[config.mk]
export PLATFORM = sky130hd
export DESIGN_NAME = div128_step
export DESIGN_NICKNAME = d
export VERILOG_FILES = /design/src/rtl/div128_pkg.sv /design/src/rtl/div128_step.sv
export SDC_FILE = /design/constraint.sdc
export NUM_CORES = 1
export LEC_CHECK = 0
export ABC_CLOCK_PERIOD_IN_PS = 3780
export BUFFER_PORTS_ARGS = -buffer_cell sky130_fd_sc_hd__buf_2
export CAP_MARGIN = 15
export CORE_AREA = 3 3 305 307
export DETAILED_ROUTE_END_ITERATION = 8
export DIE_AREA = 0 0 308 310
export SYNTH_ARGS = -nofsm -noshare
export SYNTH_HDL_FRONTEND = slang
export SYNTH_SLANG_ARGS = --single-unit
[constraint.sdc]
create_clock -name i_clk -period 3.78 [get_ports i_clk]
set_clock_uncertainty 0.15 [all_clocks]
set_input_delay 0.378 -clock i_clk [delete_from_list [all_inputs] [get_ports i_clk]]
set_output_delay 0.378 -clock i_clk [all_outputs]
set_load 0.01 [all_outputs]
[src/rtl/div128_pkg.sv]
// Shared types and constants for the 128-bit pipelined divider.
// Used by every module of the divider; depends on nothing.
package div128_pkg;

    localparam int unsigned WordW  = 128;
    localparam int unsigned HalfW  = 64;
    localparam int unsigned NSteps = WordW;

    // One item in flight through the divide pipeline
    typedef struct packed {
        logic             vld;
        logic             neg_q;
        logic             neg_r;
        logic             dz;
        logic [WordW-1:0] num;
        logic [WordW-1:0] rem;
        logic [WordW-1:0] den;
    } t_stage;

    // Two's complement negation of a full word
    function automatic logic [WordW-1:0] neg128(input logic [WordW-1:0] v);
        return (~v) + {{(WordW-1){1'b0}}, 1'b1};
    endfunction

endpackage

[src/rtl/div128_step.sv]
// One restoring shift-and-subtract step of the divide, registered.
// Depends on div128_pkg.
module div128_step (
    input  logic                i_clk,
    input  logic                i_rst_n,
    input  logic                i_en,
    input  div128_pkg::t_stage  i_stage,
    output div128_pkg::t_stage  o_stage
);

    div128_pkg::t_stage               r_stage;
    div128_pkg::t_stage               n_stage;
    logic [div128_pkg::WordW:0]       rem_sh;
    logic [div128_pkg::WordW+1:0]     diff;
    logic                             ge;

    // Shift in the next dividend bit, try the subtract, keep quotient bit
    always_comb begin
        rem_sh  = {i_stage.rem, i_stage.num[div128_pkg::WordW-1]};
        diff    = {1'b0, rem_sh} - {2'b00, i_stage.den};
        ge      = ~diff[div128_pkg::WordW+1];
        n_stage = i_stage;
        n_stage.rem = ge ? diff[div128_pkg::WordW-1:0] : rem_sh[div128_pkg::WordW-1:0];
        n_stage.num = {i_stage.num[div128_pkg::WordW-2:0], ge};
    end

    always_ff @(posedge i_clk) begin
        if (!i_rst_n) begin
            r_stage.vld <= 1'b0;
        end else if (i_en) begin
            r_stage.vld <= n_stage.vld;
        end
        if (i_en) begin
            r_stage.neg_q <= n_stage.neg_q;
            r_stage.neg_r <= n_stage.neg_r;
            r_stage.dz    <= n_stage.dz;
            r_stage.num   <= n_stage.num;
            r_stage.rem   <= n_stage.rem;
            r_stage.den   <= n_stage.den;
        end
    end

    assign o_stage = r_stage;

endmodule

==> flow_metrics.env <==
export IMPL_yosys_area_top_type_share=0.532
export IMPL_grt_pass1_vias=22600
export IMPL_die_width_um=308
export IMPL_crit_buf_inv=5
export IMPL_yosysWarningCount=0
export IMPL_grt_usage=0.198
export IMPL_syn_nets=2635
export IMPL_worst_setup_path_type="input pin to flip-flop"
export IMPL_cts_made_buffers=48
export IMPL_vias_per_cell=4.65
export IMPL_use_met3=0.0553
export IMPL_initial_core_util=0.242
export IMPL_peakVddDrop_uv=323
export IMPL_drv_slew=0
export IMPL_max_freq_ghz=0.274
export IMPL_synthToLayoutAreaGrowth_pct=61.2
export IMPL_grt_max_degree=88
export IMPL_synth_area_top_cells="edfxtp_1 (53%), ha_1 (7.3%), a21oi_1 (6.8%)"
export IMPL_p_clk_frac=0.314
export IMPL_worst_pin_slew_ps=888
export IMPL_final_cells=4807
export IMPL_cp_arrival_ps=3870
export IMPL_async_flop_share=0
export IMPL_critPathMaxFanout=4
export IMPL_wl_per_cell_um=20.9
export IMPL_min_period_ps=3660
export IMPL_synth_cells=2115
export IMPL_drt_initial_drc_count=1774
export IMPL_coreArea_um2=90300
export IMPL_ys_seq_area_frac=0.532
export IMPL_wl_um=101000
export IMPL_combPwrFrac=0.301
export IMPL_synth_most_common_cell="edfxtp_1"
export IMPL_clk_pin_slew_ps=60
export IMPL_synth_main_ff_cell="edfxtp_1"
export IMPL_swShare=0.317
export IMPL_run_status="completed"
export IMPL_nFillCells=8900
export IMPL_grt_antenna_before_repair=25
export IMPL_p_per_area_nw_per_um2=403
export IMPL_cts_tree="done"
export IMPL_cts_root_buf="clkbuf_16"
export IMPL_dr_pass1_iters=5
export IMPL_die_area_um2=95500
export IMPL_power_total_mw=14.2
export IMPL_leakage_nw=15.5
export IMPL_finalCritPeriodShare=0.967
export IMPL_hold_violations=0
export IMPL_worst_slew_margin_rel=0.402
export IMPL_io_pins=779
export IMPL_place_gp_congestion=0.925
export IMPL_yosysUniqueCellTypes=82
export IMPL_utilization=0.390
export IMPL_setup_violations=0
export IMPL_cp_slowest_cell="dlygate4sd3_1"
export IMPL_drv_cap=0
export IMPL_crit_required_ps=4000
export IMPL_p_sw_mw=4.50
export IMPL_rows=110
export IMPL_path_cells="dlygate4sd3_1 > buf_2 > ha_1 > a21oi_1 > o21ai_0 > a21o_1 > nor4bb_2 > a41oi_1 > buf_4 > nand2_1 > a31oi_1 > buf_4 > o21bai_2 > a21boi_0 > buf_4 > xor2_1 > a21oi_1"
export IMPL_syn_area_um2=21900
export IMPL_yosys_area_top_type="edfxtp_1"
export IMPL_portBuffers=778
export IMPL_grt_pass1_wl_um=142000
export IMPL_ant_nets=0
export IMPL_end_kind="flip-flop"
export IMPL_drc=0
export IMPL_p_int_mw=9.69
export IMPL_worstSkewPairLatency_ps=610
export IMPL_largest_reg_flops=388
export IMPL_seqPwrFrac=0.385
export IMPL_vias=22400
export IMPL_grt_busiest_layer="met2"
export IMPL_clock_sinks=388
export IMPL_crit_path_start_kind="input pin"
export IMPL_ys_ff_latch=388
export IMPL_crit_family="compound AO/OA/AOI/OAI gates"
export IMPL_dp_cells=4330
export IMPL_postSynthAreaPerCell_um2=10.3
export IMPL_grt_overflow_total=0
export IMPL_slowest_delay_ps=530
export IMPL_grtUsageMet2=0.348
export IMPL_die_y_um=310
export IMPL_synth_edff_count=387
export IMPL_cpMostUsedCell="buf_4"
export IMPL_grt_use_met1=0.232
export IMPL_drive_above_1_share=0.347
export IMPL_cts_max_path_buffers=3
export IMPL_fin_nets=4105
export IMPL_dp_hpwl_um=79300
export IMPL_hold_path_class="input pin to flip-flop"
export IMPL_htree_levels=2
export IMPL_synth_common_cells="edfxtp_1 (387), a21oi_1 (297), nor2_1 (224)"
layer usage:
| metal | routed length, um | vias up |
|---|---|---|
| met3 | 8200 | 156 |
| met1 | 39300 | 10700 |
| met5 | 92 | - |
| met4 | 3220 | 14 |
| met2 | 49700 | 808 |
| li1 | - | 10700 |
stage by stage:
step / area (um2) / hold WS [ps] / TNS [ps] / setup slack [ps]
global route: 35200 / 31.8 / -322 / -82.9
finish: 35200 / 34.2 / 0 / 124
floorplan: 21900 / 327 / 0 / 488
detailed placement: 29600 / 355 / -29850 / -901
global placement: 29600 / 339 / -21050 / -851
CTS: 34800 / 1.93 / 0 / 3.24
worst register-to-register path: cells and delay by family, from the launching register on:
family        cells  cell delay, ps
flops             1             300
buf+inv           1             550
mux               1             120
simple gates      1              50
final timing paths:
| path | start | to | slack, ps | depth (start not counted) |
|---|---|---|---|---|
| worst min register to register | o_stage[387] | o_stage[387] | 900 | 3 |
| worst min-delay path | i_stage[153] | o_stage[154] | 30 | 3 |
| worst max-delay path | i_stage[151] | o_stage[245] | 120 | 17 |
| worst max register to register | o_stage[387] | o_stage[387] | 2500 | 3 |
kinds of logic after synthesis:
| group | count (synthesis) | share of synthesized area |
|---|---|---|
| mux | 3 | 0.00143 |
| simple gates | 608 | 0.127 |
| flops | 388 | 0.532 |
| fa+ha+maj | 129 | 0.0742 |
| xor+xnor | 113 | 0.0453 |
| compound gates | 632 | 0.176 |
| buf+inv | 242 | 0.0438 |
power by group through the flow:
stage	sequential [mW]	clock [mW]	combinational (mW)
after floorplan	5.79	0	1.56
after global placement	5.53	0	3.82
after detailed placement	5.54	0	3.83
after CTS	5.46	4.60	4.17
after global routing	5.50	4.74	4.62
final	5.46	4.45	4.28
repair_timing:
item / CTS / global route
gates resized for setup: 1 / 65
hold buffers: 375 / 0
endpoints found under the setup margin: 8 / 123
pin swaps: 0 / 8
gates cloned: 0 / 3
setup buffers: 0 / 3
hold endpoints to repair: 374 / 0
cells in the final DEF, fill, tap and decap left out, types with 106 or more instances in the layout:
cell type      netlist  layout
inv_1              177     177
nand2_1            180     177
a21oi_1            297     291
nor2_1             224     221
buf_2               24     777
o21ai_0            112     106
ha_1               128     123
dlygate4sd3_1        0     375
edfxtp_1           387     387
buf_4                5     310
layout make-up:
type                            count  area [um2]  area share
Timing Repair inverter              1        8.76    0.000249
Sequential cell                   388       11600       0.330
Clock inverter                     27         239     0.00678
Clock buffer                       56        1230      0.0349
Timing Repair Buffer             1483       10400       0.294
Tap cell                         1176        1470      0.0418
Antenna cell                       13        32.5    0.000923
Inverter                          178         681      0.0193
Multi-Input combinational cell   1485        9560       0.271
No activity file was read; power rests on OpenSTA's default activity.
