File: src/rtl/div128_pkg.sv
// Shared types and constants for the 128-bit pipelined divider.
// Used by every module of the divider; depends on nothing.
package div128_pkg;

    localparam int unsigned WordW  = 128;
    localparam int unsigned HalfW  = 64;
    localparam int unsigned NSteps = WordW;

    // One item in flight through the divide pipeline
    typedef struct packed {
        logic             vld;
        logic             neg_q;
        logic             neg_r;
        logic             dz;
        logic [WordW-1:0] num;
        logic [WordW-1:0] rem;
        logic [WordW-1:0] den;
    } t_stage;

    // Two's complement negation of a full word
    function automatic logic [WordW-1:0] neg128(input logic [WordW-1:0] v);
        return (~v) + {{(WordW-1){1'b0}}, 1'b1};
    endfunction

endpackage

File: src/rtl/div128_post.sv
// Output stage: applies result signs and the zero-divisor remainder.
// Depends on div128_pkg; its register is the block's output register.
module div128_post (
    input  logic                          i_clk,
    input  logic                          i_rst_n,
    input  logic                          i_en,
    input  div128_pkg::t_stage            i_stage,
    output logic                          o_vld,
    output logic [div128_pkg::WordW-1:0]  o_quo,
    output logic [div128_pkg::WordW-1:0]  o_rem,
    output logic                          o_dz
);

    logic                         r_vld;
    logic [div128_pkg::WordW-1:0] r_quo;
    logic [div128_pkg::WordW-1:0] r_rem;
    logic                         r_dz;
    logic [div128_pkg::WordW-1:0] n_quo;
    logic [div128_pkg::WordW-1:0] n_rem;
    logic [div128_pkg::WordW-1:0] rem_raw;

    // Drop the remainder on a zero divisor, then fix signs
    always_comb begin
        rem_raw = i_stage.dz ? '0 : i_stage.rem;
        n_quo   = i_stage.neg_q ? div128_pkg::neg128(i_stage.num) : i_stage.num;
        n_rem   = i_stage.neg_r ? div128_pkg::neg128(rem_raw) : rem_raw;
    end

    always_ff @(posedge i_clk) begin
        if (!i_rst_n) begin
            r_vld <= 1'b0;
        end else if (i_en) begin
            r_vld <= i_stage.vld;
        end
        if (i_en) begin
            r_quo <= n_quo;
            r_rem <= n_rem;
            r_dz  <= i_stage.dz;
        end
    end

    assign o_vld = r_vld;
    assign o_quo = r_quo;
    assign o_rem = r_rem;
    assign o_dz  = r_dz;

endmodule

File: config.mk
export PLATFORM = sky130hd
export DESIGN_NAME = div128_post
export DESIGN_NICKNAME = d
export VERILOG_FILES = /design/src/rtl/div128_pkg.sv /design/src/rtl/div128_post.sv
export SDC_FILE = /design/constraint.sdc
export NUM_CORES = 1
export LEC_CHECK = 0
export BUFFER_PORTS_ARGS = -buffer_cell sky130_fd_sc_hd__buf_2
export CAP_MARGIN = 20
export CORE_AREA = 2 2 249 251
export DETAILED_ROUTE_END_ITERATION = 6
export DIE_AREA = 0 0 251 253
export GPL_ROUTABILITY_DRIVEN = 0
export SYNTH_ARGS = -nofsm -noshare
export SYNTH_HDL_FRONTEND = slang
export SYNTH_SLANG_ARGS = --single-unit
File: constraint.sdc
create_clock -name i_clk -period 9.3 [get_ports i_clk]
set_input_delay 1.395 -clock i_clk [delete_from_list [all_inputs] [get_ports i_clk]]
set_output_delay 1.395 -clock i_clk [all_outputs]
set_load 0.1 [all_outputs]
==> impl_metrics.py <==
metrics = {
    "status": {
        "status": "complete, no violations",
    },
    "synth": {
        "synth_fp_nets": 1964,
        "async_flop_share_pct": 0,
        "synth-compound-area-share_pct": 12.9,
        "netlist_area_mm2": 0.0158,
        "postSynthAreaPerCell_um2": 10.0,
        "synth-edff-count": 257,
        "synth_xor_area_share_pct": 11.6,
        "synth_top_flop_cell": "edfxtp_1",
        "synth_common_cells": "edfxtp_1, xnor2_1, nand2_1, nor2_1, o21ai_0",
        "seq_area_frac_synth_pct": 49.1,
        "yosys.area.top_type": "edfxtp_1",
        "ys_top_cells_by_area": "edfxtp_1, xnor2_1, nand2_1",
        "muxShareOfSynthArea_pct": 1.33,
        "yosys_warnings": 0,
        "yosysMostFrequentCell": "edfxtp_1",
        "synthAdderAreaFrac_pct": 0.159,
        "ys_types": 57,
        "synth_seq_cells": 258,
        "syn_inst": 1571,
        "synth_simple_gate_area_share_pct": 22.9,
        "synth_top_family_by_area": "simple AND/OR/NAND/NOR gates",
        "synth_top_area_share_pct": 48.9,
    },
    "pwr": {
        "intPower_w": 0.00249,
        "seq_power_share_pct": 34.4,
        "p_leak_nw": 7.29,
        "switching_share_pct": 41.4,
        "pwr-share-clk_pct": 32.2,
        "p_per_area_mw_per_mm2": 208,
        "combPwrFrac_pct": 33.4,
        "power_switching_w": 0.00176,
        "vdd_drop_max_v": 0.000136,
    },
    "floorplanning": {
        "io_pins": 649,
        "core_mm2": 0.0610,
        "die_h_um": 253,
        "rows": 91,
        "die_w_um": 251,
        "start_util_pct": 25.8,
        "die_area_mm2": 0.0635,
    },
    "clocking": {
        "cts_tree": "done",
        "cts_made_buffers": 31,
        "clk_path_buf_depth": 3,
        "clkSlewWorstSetupHoldPaths_ns": 0.07,
        "ctsResizeCount": 0,
        "cts_hold_buffers": 0,
        "clkLatencyLatePin_ns": 0.58,
        "cts_max_level": 1,
        "post_cts_buffers": 0,
        "cts_root_buffer": "clkbuf_16",
        "clkSinkCount": 258,
    },
    "sta": {
        "setup_tns_ns": 0,
        "worst_slack_ns": 4.12,
        "hold_viol": 0,
        "fin_crit_sh_pct": 55.6,
        "rsz0062_at_grt": "false",
        "finalSetupViolations": 0,
        "period_needed_ns": 5.18,
        "final_max_slew_viol_count": 0,
        "slew_headroom_pct": 23.8,
        "worst_pin_slew_ns": 1.13,
        "max_freq_ghz": 0.193,
        "final.setup_skew_ns": 0,
    },
    "worst_setup_path": {
        "reg2reg_depth": 2,
        "crit_family": "simple AND/OR/NAND/NOR gates",
        "critical_path_buf_inv_count": 1,
        "path_common_cell": "nor3_1",
        "r2r-start": "o_vld",
        "crit_required_ns": 9.62,
        "path_cells": "buf_2, or4_1, nor3_1, nand3_1, nor3_1, nand2_1, o41ai_1, xnor2_1",
        "cp-start-kind": "input pin",
        "reg2reg_slack_ns": 8.70,
        "regToRegEndpoint": "o_vld",
        "path_max_fanout": 15,
        "slowest_delay_ns": 0.92,
        "arrival_ns": 5.49,
        "worst-setup-path-type": "input pin to flop",
        "end_kind": "flop",
        "slowest_stage": "nor3_1",
        "crit_start": "i_stage[268]",
    },
    "routing": {
        "viasPerCell": 5.46,
        "drc": 0,
        "drt-total-wl_um": 67800,
        "first_pass_iters": 7,
        "num_vias": 15800,
        "drtIter0Drc": 1701,
        "post_drt_wl_per_cell_um": 23.5,
        "ant_nets": 0,
    },
    "grt": {
        "grt_max_degree": 152,
        "grt_use_total_pct": 20.1,
        "antenna_found_initial": 16,
        "grt.met1_usage_pct": 22.6,
        "overflow": 0,
        "grt_use_met3_pct": 4.53,
        "met2_usage_pct": 35.6,
        "busiest_layer": "met2",
        "grt_first_pass_wirelength_um": 97400,
        "grt_pass1_vias": 15200,
    },
    "flow_run": {
        "max_cap_violations": 0,
    },
    "cells_and_area": {
        "seq_area_mm2": 0.00774,
        "areaGrowthSynthToFinish_pct": 29.6,
        "drive_gt1_share_pct": 29.3,
        "fin_nets": 2463,
        "multiInputGateArea_mm2": 0.00773,
        "fill_cells": 6263,
    },
    "place": {
        "hpwl_um": 52500,
        "pre_cts_slack_ns": 3.66,
        "portBuffers": 520,
    },
    "min_path": {
        "worstHoldPathType": "flop to flop",
        "worstHoldStart": "o_vld",
        "holdPathEnd": "o_vld",
        "whs_path_depth": 2,
    },
}
-- area by class of cell --
class | instances | share of cell area [%]
multi-input cells | 1227 | 37.8
repair buffers | 538 | 13.6
inverters | 14 | 0.257
well taps | 790 | 4.84
clock buffers | 34 | 3.85
clock inverters | 23 | 1.68
diodes | 8 | 0.0979
flip-flops and latches | 258 | 37.9
-- cell usage in the layout, fill, tap and decap left out, drive strengths merged, types with 28 or more instances in the layout --
master / synthesis / layout
buf: 12 / 538
edfxtp: 257 / 257
xnor2: 165 / 165
nand2: 149 / 149
nor2: 147 / 147
o21ai: 92 / 92
nor3: 75 / 75
nor4: 68 / 68
o31ai: 61 / 61
or4: 54 / 54
xor2: 43 / 43
or3: 39 / 39
o41ai: 39 / 39
nand3: 34 / 34
clkbuf: 60 / 34
nor2b: 32 / 32
a21oi: 28 / 28
-- worst reg2reg max path: cells and delay by family, from the launching register on --
kind / cells / cell delay [ns]
flip-flops: 1 / 0.31
multiplexers: 1 / 0.12
AND/OR/NAND/NOR: 1 / 0.07
-- cells by family (layout without fill, tap and decap cells) --
| family | Yosys count | count (layout) |
|---|---|---|
| AND/OR/NAND/NOR | 695 | 695 |
| AO/OA/AOI/OAI | 301 | 301 |
| flip-flops | 258 | 258 |
| XOR/XNOR | 208 | 208 |
| buffers and inverters | 86 | 609 |
| multiplexers | 21 | 21 |
| adder cells (fa/ha/maj) | 2 | 2 |
| other | 0 | 8 |
-- state kept, by name, indices dropped and copies added (netlist names) --
name,flops
o_dz,1
o_quo,128
o_rem,128
o_vld,1
-- how the worst max path moves through the flow --
| stage | slack [ns] | endpoint | cells past startpoint |
|---|---|---|---|
| 5_1_grt | 4.04 | o_quo[123] | 8 |
| 3_3_place_gp | 3.74 | o_quo[127] | 8 |
| 4_1_cts | 4.29 | o_quo[123] | 8 |
| 2_1_floorplan | 4.75 | o_quo[117] | 9 |
| 3_5_place_dp | 3.66 | o_quo[123] | 8 |
| 6_report | 4.12 | o_quo[123] | 8 |
-- power groups by stage --
stage	Clock, W	Sequential (W)	Combinational (W)
finish	0.00137	0.00146	0.00142
global route	0.00145	0.00147	0.00146
CTS	0.00141	0.00146	0.00141
detailed placement	0	0.00149	0.00141
global placement	0	0.00149	0.00141
floorplan	0	0.00233	0.000216
-- metrics by stage --
stage	area, µm²	utilization [%]	hold WS [ns]	power (W)	cells
4_1_cts	20400	33.4	0.532	0.00429	2883
3_3_place_gp	19300	31.6	0.496	0.00289	2826
3_5_place_dp	19300	31.6	0.516	0.00290	2826
2_1_floorplan	15800	-	0.981	0.00255	1571
6_report	20400	33.5	0.528	0.00425	2892
5_1_grt	20400	33.5	0.595	0.00439	2886
-- routing by layer --
layer	wire, µm	part of all wire (%)
met1	24200	36
met2	33200	49
met3	6500	9.6
met4	3840	5.7
met5	112	0.17
Note: power is estimated with default switching activity, not from simulation.
