===== src/rtl/div128_pkg.sv =====
// Shared types and constants for the 128-bit pipelined divider.
// Used by every module of the divider; depends on nothing.
package div128_pkg;

    localparam int unsigned WordW  = 128;
    localparam int unsigned HalfW  = 64;
    localparam int unsigned NSteps = WordW;

    // One item in flight through the divide pipeline
    typedef struct packed {
        logic             vld;
        logic             neg_q;
        logic             neg_r;
        logic             dz;
        logic [WordW-1:0] num;
        logic [WordW-1:0] rem;
        logic [WordW-1:0] den;
    } t_stage;

    // Two's complement negation of a full word
    function automatic logic [WordW-1:0] neg128(input logic [WordW-1:0] v);
        return (~v) + {{(WordW-1){1'b0}}, 1'b1};
    endfunction

endpackage


===== src/rtl/div128_pre.sv =====
// Input stage: takes operand magnitudes and records signs and zero divisor.
// Depends on div128_pkg.
module div128_pre (
    input  logic                          i_clk,
    input  logic                          i_rst_n,
    input  logic                          i_en,
    input  logic                          i_vld,
    input  logic                          i_signed,
    input  logic [div128_pkg::WordW-1:0]  i_num,
    input  logic [div128_pkg::WordW-1:0]  i_den,
    output div128_pkg::t_stage            o_stage
);

    div128_pkg::t_stage r_stage;
    div128_pkg::t_stage n_stage;
    logic               num_neg;
    logic               den_neg;

    // Work out signs and magnitudes
    always_comb begin
        num_neg         = i_signed & i_num[div128_pkg::WordW-1];
        den_neg         = i_signed & i_den[div128_pkg::WordW-1];
        n_stage.vld     = i_vld;
        n_stage.neg_q   = num_neg ^ den_neg;
        n_stage.neg_r   = num_neg;
        n_stage.dz      = (i_den == '0);
        n_stage.num     = num_neg ? div128_pkg::neg128(i_num) : i_num;
        n_stage.den     = den_neg ? div128_pkg::neg128(i_den) : i_den;
        n_stage.rem     = '0;
    end

    // Hold valid under reset, payload on enable
    always_ff @(posedge i_clk) begin
        if (!i_rst_n) begin
            r_stage.vld <= 1'b0;
        end else if (i_en) begin
            r_stage.vld <= n_stage.vld;
        end
        if (i_en) begin
            r_stage.neg_q <= n_stage.neg_q;
            r_stage.neg_r <= n_stage.neg_r;
            r_stage.dz    <= n_stage.dz;
            r_stage.num   <= n_stage.num;
            r_stage.rem   <= n_stage.rem;
            r_stage.den   <= n_stage.den;
        end
    end

    assign o_stage = r_stage;

endmodule


===== config.mk =====
export PLATFORM = sky130hd
export DESIGN_NAME = div128_pre
export DESIGN_NICKNAME = d
export VERILOG_FILES = /design/src/rtl/div128_pkg.sv /design/src/rtl/div128_pre.sv
export SDC_FILE = /design/constraint.sdc
export NUM_CORES = 1
export LEC_CHECK = 0
export ABC_CLOCK_PERIOD_IN_PS = 3500
export BUFFER_PORTS_ARGS = -buffer_cell sky130_fd_sc_hd__buf_2
export CORE_AREA = 10 10 247 249
export CTS_CLUSTER_DIAMETER = 50
export DETAILED_ROUTE_END_ITERATION = 10
export DIE_AREA = 0 0 257 259
export PLACE_DENSITY_LB_ADDON = 0.1
export SYNTH_ARGS = -nofsm -noshare
export SYNTH_HDL_FRONTEND = slang
export SYNTH_SLANG_ARGS = --single-unit

===== constraint.sdc =====
create_clock -name i_clk -period 3.5 [get_ports i_clk]
set_input_delay 0.175 -clock i_clk [delete_from_list [all_inputs] [get_ports i_clk]]
set_output_delay 0.175 -clock i_clk [all_outputs]
set_load 0.005 [all_outputs]

==> results.toml, run 1 <==
[run_status]
status = "completed"

[finish]
seqCellArea_um2 = 7800
largest_reg_flops = 260
nets = 2682
final_area_um2 = 23800
drive_gt1_share_pct = 30.4
nFillCells = 5594
final_common_cell = "buf_2"
multiInputGateArea_um2 = 7820
mostFrequentLayoutCells = "519 x buf_2, 259 x edfxtp_1, 221 x dlygate4sd3_1"
area_growth_pct = 46.2

[cts]
cts_tree = "done"
numClockSinks = 260
h-tree-depth = 2
cts_setup_buffers = 0
cts_buffers = 44
clock_path_buffers = 3
clkLatencyLatePin_ps = 570
cts-root-buf = "clkbuf_16"
cts.reportedPaths.clkPinSlew_ps = 50

[global_routing]
grt_pass1_vias = 17400
grt_pass1_wl_um = 122000
grt-ovfl-total = 0
use_met3_pct = 7.17
grt_max_degree = 63
use_met2_pct = 41.2
antenna_found_initial = 15
met1_usage_pct = 28.6
gr-usage-all-layers_pct = 24.5
top_usage_layer = "met2"

[logic_synthesis]
postSynthAreaPerCell_um2 = 10.3
async_flop_share_pct = 0
ys_types = 58
synth_edf_count = 259
ys_ff_latch = 260
yosysSeqAreaShare_pct = 47.8
ys_warn_count = 0
yosys_most_used_dff = "edfxtp_1"
synthCells = 1578
netlist_area_um2 = 16300

[timing]
hold_ws_ps = 35.4
worst_pin_slew_ps = 766
rsz0062_at_grt = "no"
timing.fmax_ghz = 0.295
hold_viol_final = 0
finalCriticalPeriod_ps = 3390
skew_ps = 0
final-max-slew-violation-count = 0
setup_violations = 0
maxSlewHeadroom_pct = 48.2
post-route-period-util_pct = 96.9

[setup_path]
critPathLaunchType = "primary input"
cpPeakStageDelay_ps = 780
cp.arrival_ps = 3700
crit_fanout = 8
crit_start = "i_den[1]"
slowest_stage = "or4b_2"
critPathKind = "in -> reg"
crit_chain = "dlygate4sd3_1, buf_2, inv_1, ha_1, or4b_2, nor3_1, nand2_1, or4_1, o41ai_1, xnor2_1"
worstSetupEndpointType = "flop"
required_ps = 3810
rr_startpoint = "o_stage[387]"

[floorplan]
num_rows = 87
pin_count = 649
die_w_um = 257
dieArea_um2 = 66600
die_h_um = 259
start_util_pct = 29.2
core_um2 = 56000

[power]
peakVddDrop_mv = 0.300
power.share.combinational_pct = 16.7
p_per_area_nw_per_um2 = 435
p_leak_nw = 9.29
clock_power_share_pct = 45.2
p_int_w = 0.00752
swShare_pct = 27.6
seqPwrFrac_pct = 38.1
switching_power_w = 0.00287

[place]
io_buffers = 520
dp_hpwl_um = 68200
placed_area_um2 = 20000
globalplace.congestion = 0.968

[routing]
wl_per_cell_um = 26.5
via_count = 16600
drt-total-wl_um = 85400
drtIter0Drc = 1360
antenna_left = 0
first_pass_iters = 5
vias_per_cell = 5.15
drc_errors = 0

[hold_path]
hold_path_class = "in -> reg"
min_from = "i_en"

[run]
drv_cap = 0
final cells by class:
class                           count  share of cell area, %
Multi-Input combinational cell   1255                   32.8
Inverter                           11                  0.173
Clock buffer                       47                   4.66
Clock inverter                     34                   1.87
Antenna cell                        7                 0.0735
Timing Repair Buffer              847                   23.8
Sequential cell                   260                   32.7
Tap cell                          756                   3.97
power by group through the flow:
stage / clock network [W] / registers (W) / logic (W)
6_report: 0.00469 / 0.00395 / 0.00174
5_1_grt: 0.00494 / 0.00398 / 0.00187
4_1_cts: 0.00481 / 0.00396 / 0.00173
3_5_place_dp: 0 / 0.00401 / 0.00152
3_3_place_gp: 0 / 0.00402 / 0.00152
2_1_floorplan: 0 / 0.00402 / 0.000572
metrics by stage:
step | utilization [%] | total power, W | setup slack, ps | std cells | TNS [ps]
after floorplan | - | 0.00459 | 640 | 1705 | 0
after global placement | 35.8 | 0.00554 | -5.24 | 2908 | -5.24
after detailed placement | 35.8 | 0.00553 | 20.8 | 2908 | 0
after CTS | 42.6 | 0.0105 | 71.5 | 3210 | 0
after global routing | 42.6 | 0.0108 | 35.9 | 3216 | 0
final | 42.6 | 0.0104 | 109 | 3217 | 0
critical path: cells and delay by family:
| family | cells | cell delay [ps] |
|---|---|---|
| adder cells (fa/ha/maj) | 1 | 210 |
| buffers and inverters | 3 | 750 |
| XOR/XNOR | 1 | 110 |
| AO/OA/AOI/OAI | 1 | 380 |
| AND/OR/NAND/NOR | 4 | 2060 |
metal layers:
layer	routed length, um	vias to the layer above
met1	33300	8010
met4	3830	14
li1	-	7475
met2	41000	875
met3	7230	197
met5	79	-
worst paths after layout:
path	endpoint	slack, ps	cells past startpoint
max	o_stage[108]	110	10
min	o_stage[121]	40	1
max reg2reg	o_stage[387]	2350	3
min reg2reg	o_stage[387]	1080	3
cell usage after synthesis, types with 28 or more instances:
cell        n  area, um^2
nor2_1    129         484
o31ai_1    28         210
buf_4     128         961
nand2_1    84         315
nor4_1    108         676
or4_1      61         458
a21oi_1    63         315
edfxtp_1  259        7780
a31oi_1    31         194
nand3_1    35         175
clkbuf_1   41         154
or3_1      42         263
xnor2_1   117        1020
nor3_1     77         385
o21ai_0    37         185
xor2_1    134        1170
nand4_1    32         200
cell families after synthesis:
logic type | Yosys count | share of synthesized area, %
and+or+nand+nor | 675 | 23.3
muxes | 1 | 0.0614
DFF | 260 | 47.8
adders and majority gates | 2 | 0.153
xor gates and xnor gates | 251 | 13.5
buffers and inverters | 190 | 7.38
other | 1 | 0.0230
AOI/OAI and AO/OA | 198 | 7.81
what timing repair did:
item	4_1_cts	5_1_grt
hold buffers	221	0
setup endpoints to repair	0	4
resized for setup	0	3
hold endpoints to repair	220	0
(Power assumes the default switching activity.)
==> inputs of run 2 (changes only) <==
- ABC_AREA: default -> 1
- CORE_AREA: 10 10 247 249 -> 10 10 246 248
- DIE_AREA: 0 0 257 259 -> 0 0 256 258
==> results.toml, run 2 <==
[hold_path]
hold_path_class = "in -> reg"
min_from = "i_den[111]"
hold_depth = 4
hold_end = "o_stage[111]"

[finish]
drive_gt1_share_pct = 20.6
largest_reg_flops = 260
final_common_cell = "nand2_1"
area_growth_pct = 32.8
nets = 3731
mostFrequentLayoutCells = "997 x nand2_1, 580 x nor2_1, 519 x buf_2"
nFillCells = 5754

[global_routing]
gr-usage-all-layers_pct = 30.1
grt_pass1_wl_um = 147000
antenna_found_initial = 3
grt-ovfl-total = 0
grt_max_degree = 84
grt_pass1_vias = 21400

[setup_path]
rr_startpoint = "o_stage[387]"
cpPeakStageDelay_ps = 550
critPathKind = "in -> reg"
crit_chain = "dlygate4sd3_1, buf_2, nor2_1, nand2_1, nor2_1, nand2_1, o21ai_0, nand2_1, nand2_1, nand2_1"
ff2ff_path_depth = 3
cp_top_family = "simple AND/OR/NAND/NOR gates"
required_ps = 3830
crit_top_cell = "nand2_1"
slowest_stage = "dlygate4sd3_1"
worstSetupEndpointType = "flop"
reg2reg_to = "o_stage[387]"
critPathLaunchType = "primary input"
crit_fanout = 4
cp.arrival_ps = 2660
r2r_slack_ps = 2300
path_buf_inv = 2

[logic_synthesis]
ys_types = 35
yosysTopAreaCell = "edfxtp_1"
synth_area_leaders = "edfxtp_1 40%, nand2_1 19%, nor2_1 11%"
netlist_top_cells_count = "997 x nand2_1, 580 x nor2_1, 259 x edfxtp_1, 206 x nand3_1, 188 x inv_1"
synth.most_common_cell = "nand2_1"
synthCells = 2722
postSynthAreaPerCell_um2 = 7.11
ys_warn_count = 0
synthMuxAreaShare_pct = 0
synth_top_family_by_area = "simple AND/OR/NAND/NOR gates"
netlist_area_um2 = 19300
synth_edf_count = 259
async_flop_share_pct = 0
yosysSeqAreaShare_pct = 40.3
synthAdderAreaFrac_pct = 0.129
ys_ff_latch = 260
synth-simple-area-share_pct = 41.9
synth_compound_area_share_pct = 2.31
synthXorXnorAreaFrac_pct = 5.39
yosys_most_used_dff = "edfxtp_1"
yosysTopAreaCellShare_pct = 40.2

[floorplan]
die_w_um = 256
dieArea_um2 = 66000
num_rows = 87
pin_count = 649
start_util_pct = 34.7
core_um2 = 55700
die_h_um = 258

[routing]
highest_layer = "met4"
drtIter0Drc = 1527
wl_met2_um = 52200
met3_length_um = 6180
vias_per_cell = 4.87
via_count = 20800
antenna_left = 0
wl_met1_um = 39800
first_pass_iters = 6
wl_per_cell_um = 24.2
drt-total-wl_um = 103000
drc_errors = 0

[cts]
h-tree-depth = 2
clkLatencyLatePin_ps = 580
cts_resized = 0
cts_buffers = 44
cts.reportedPaths.clkPinSlew_ps = 50
cts-root-buf = "clkbuf_16"
clock_path_buffers = 3
cts_tree = "done"
numClockSinks = 260

[place]
globalplace.congestion = 0.980
io_buffers = 520
dp_hpwl_um = 87200

[timing]
hold_ws_ps = 16.0
maxSlewHeadroom_pct = 44.9
worst_pin_slew_ps = 818
final-max-slew-violation-count = 0
setup_violations = 0
timing.fmax_ghz = 0.428
post-route-period-util_pct = 66.7
skew_ps = 0
rsz0062_at_grt = "no"
hold_viol_final = 0
finalCriticalPeriod_ps = 2340
finalSetupTns_ps = 0

[run]
drv_cap = 0

[power]
peakVddDrop_mv = 0.391
p_per_area_nw_per_um2 = 405
p_leak_nw = 11.1

[run_status]
status = "completed"
## run 2: changes by cell type after synthesis, sizes merged, moves of 42 or more
cell / change
or4: -64
a21oi: -54
xnor2: -46
nor4: -112
nand3: +177
or3: -42
xor2: -86
nand2: +946
nor2: +520
inv: +181
nor3: -76
## run 2: routing by layer
| metal | GRT usage (%) | vias to the layer above |
|---|---|---|
| li1 | - | 9889 |
| met1 | 33.9 | 9807 |
| met2 | 54.6 | 887 |
| met3 | 5.21 | 170 |
| met4 | 13.8 | 0 |
| met5 | 0 | - |
## run 2: cells by family after synthesis
kind of cell,count (synthesis)
AND/OR/NAND/NOR,1913
other,1
AO/OA/AOI/OAI,77
adder cells (fa/ha/maj),2
buffers and inverters,350
XOR/XNOR,119
flip-flops,260
## run 2: worst max path at each step
stage                from            to  slack [ps]  cells after the start
2_1_floorplan    i_den[1]  o_stage[106]        1970                     11
3_3_place_gp   i_den[127]   o_stage[87]        1010                     10
3_5_place_dp   i_den[127]   o_stage[82]         990                     10
4_1_cts        i_num[127]  o_stage[340]        1270                      9
5_1_grt         i_den[92]  o_stage[109]        1120                     12
6_report        i_den[71]   o_stage[89]        1160                     10
## run 2: cell type report
class	instances	area (um^2)	share of cell area, %
Clock inverter	29	259	1.01
Clock buffer	50	1120	4.37
Tap cell	756	946	3.68
Sequential cell	260	7800	30.3
Antenna cell	3	7.51	0.0292
Inverter	192	727	2.83
Timing Repair Buffer	731	4750	18.5
Multi-Input combinational cell	2239	10100	39.3
## run 2: what timing repair did
| action | in CTS | in global routing |
|---|---|---|
| buffers inserted | 0 | 0 |
| hold buffers | 201 | 0 |
| hold endpoints to repair | 201 | 0 |
## run 2: worst reg2reg max path, delay by kind of cell (launching register included)
family | cells | cell delay [ps]
AOI/OAI and AO/OA | 2 | 210
buffers and inverters | 1 | 570
DFF | 1 | 310
## run 2: power by group
| part | switching [W] | total [W] | internal (W) |
|---|---|---|---|
| Combinational | 0.00141 | 0.00222 | 0.000814 |
| Clock | 0.00172 | 0.00421 | 0.00249 |
| Sequential | 0.000133 | 0.00399 | 0.00385 |
## run 2: metrics by stage
step	utilization (%)	std cells	cell area [um^2]	power [W]	worst slack [ps]
floorplan	-	2849	19800	0.00499	1970
global placement	40.0	3977	22300	0.00607	1010
detailed placement	40.0	3977	22300	0.00606	992
CTS	46.1	4257	25700	0.0105	1270
global route	46.1	4260	25700	0.0108	1120
finish	46.1	4260	25700	0.0104	1160
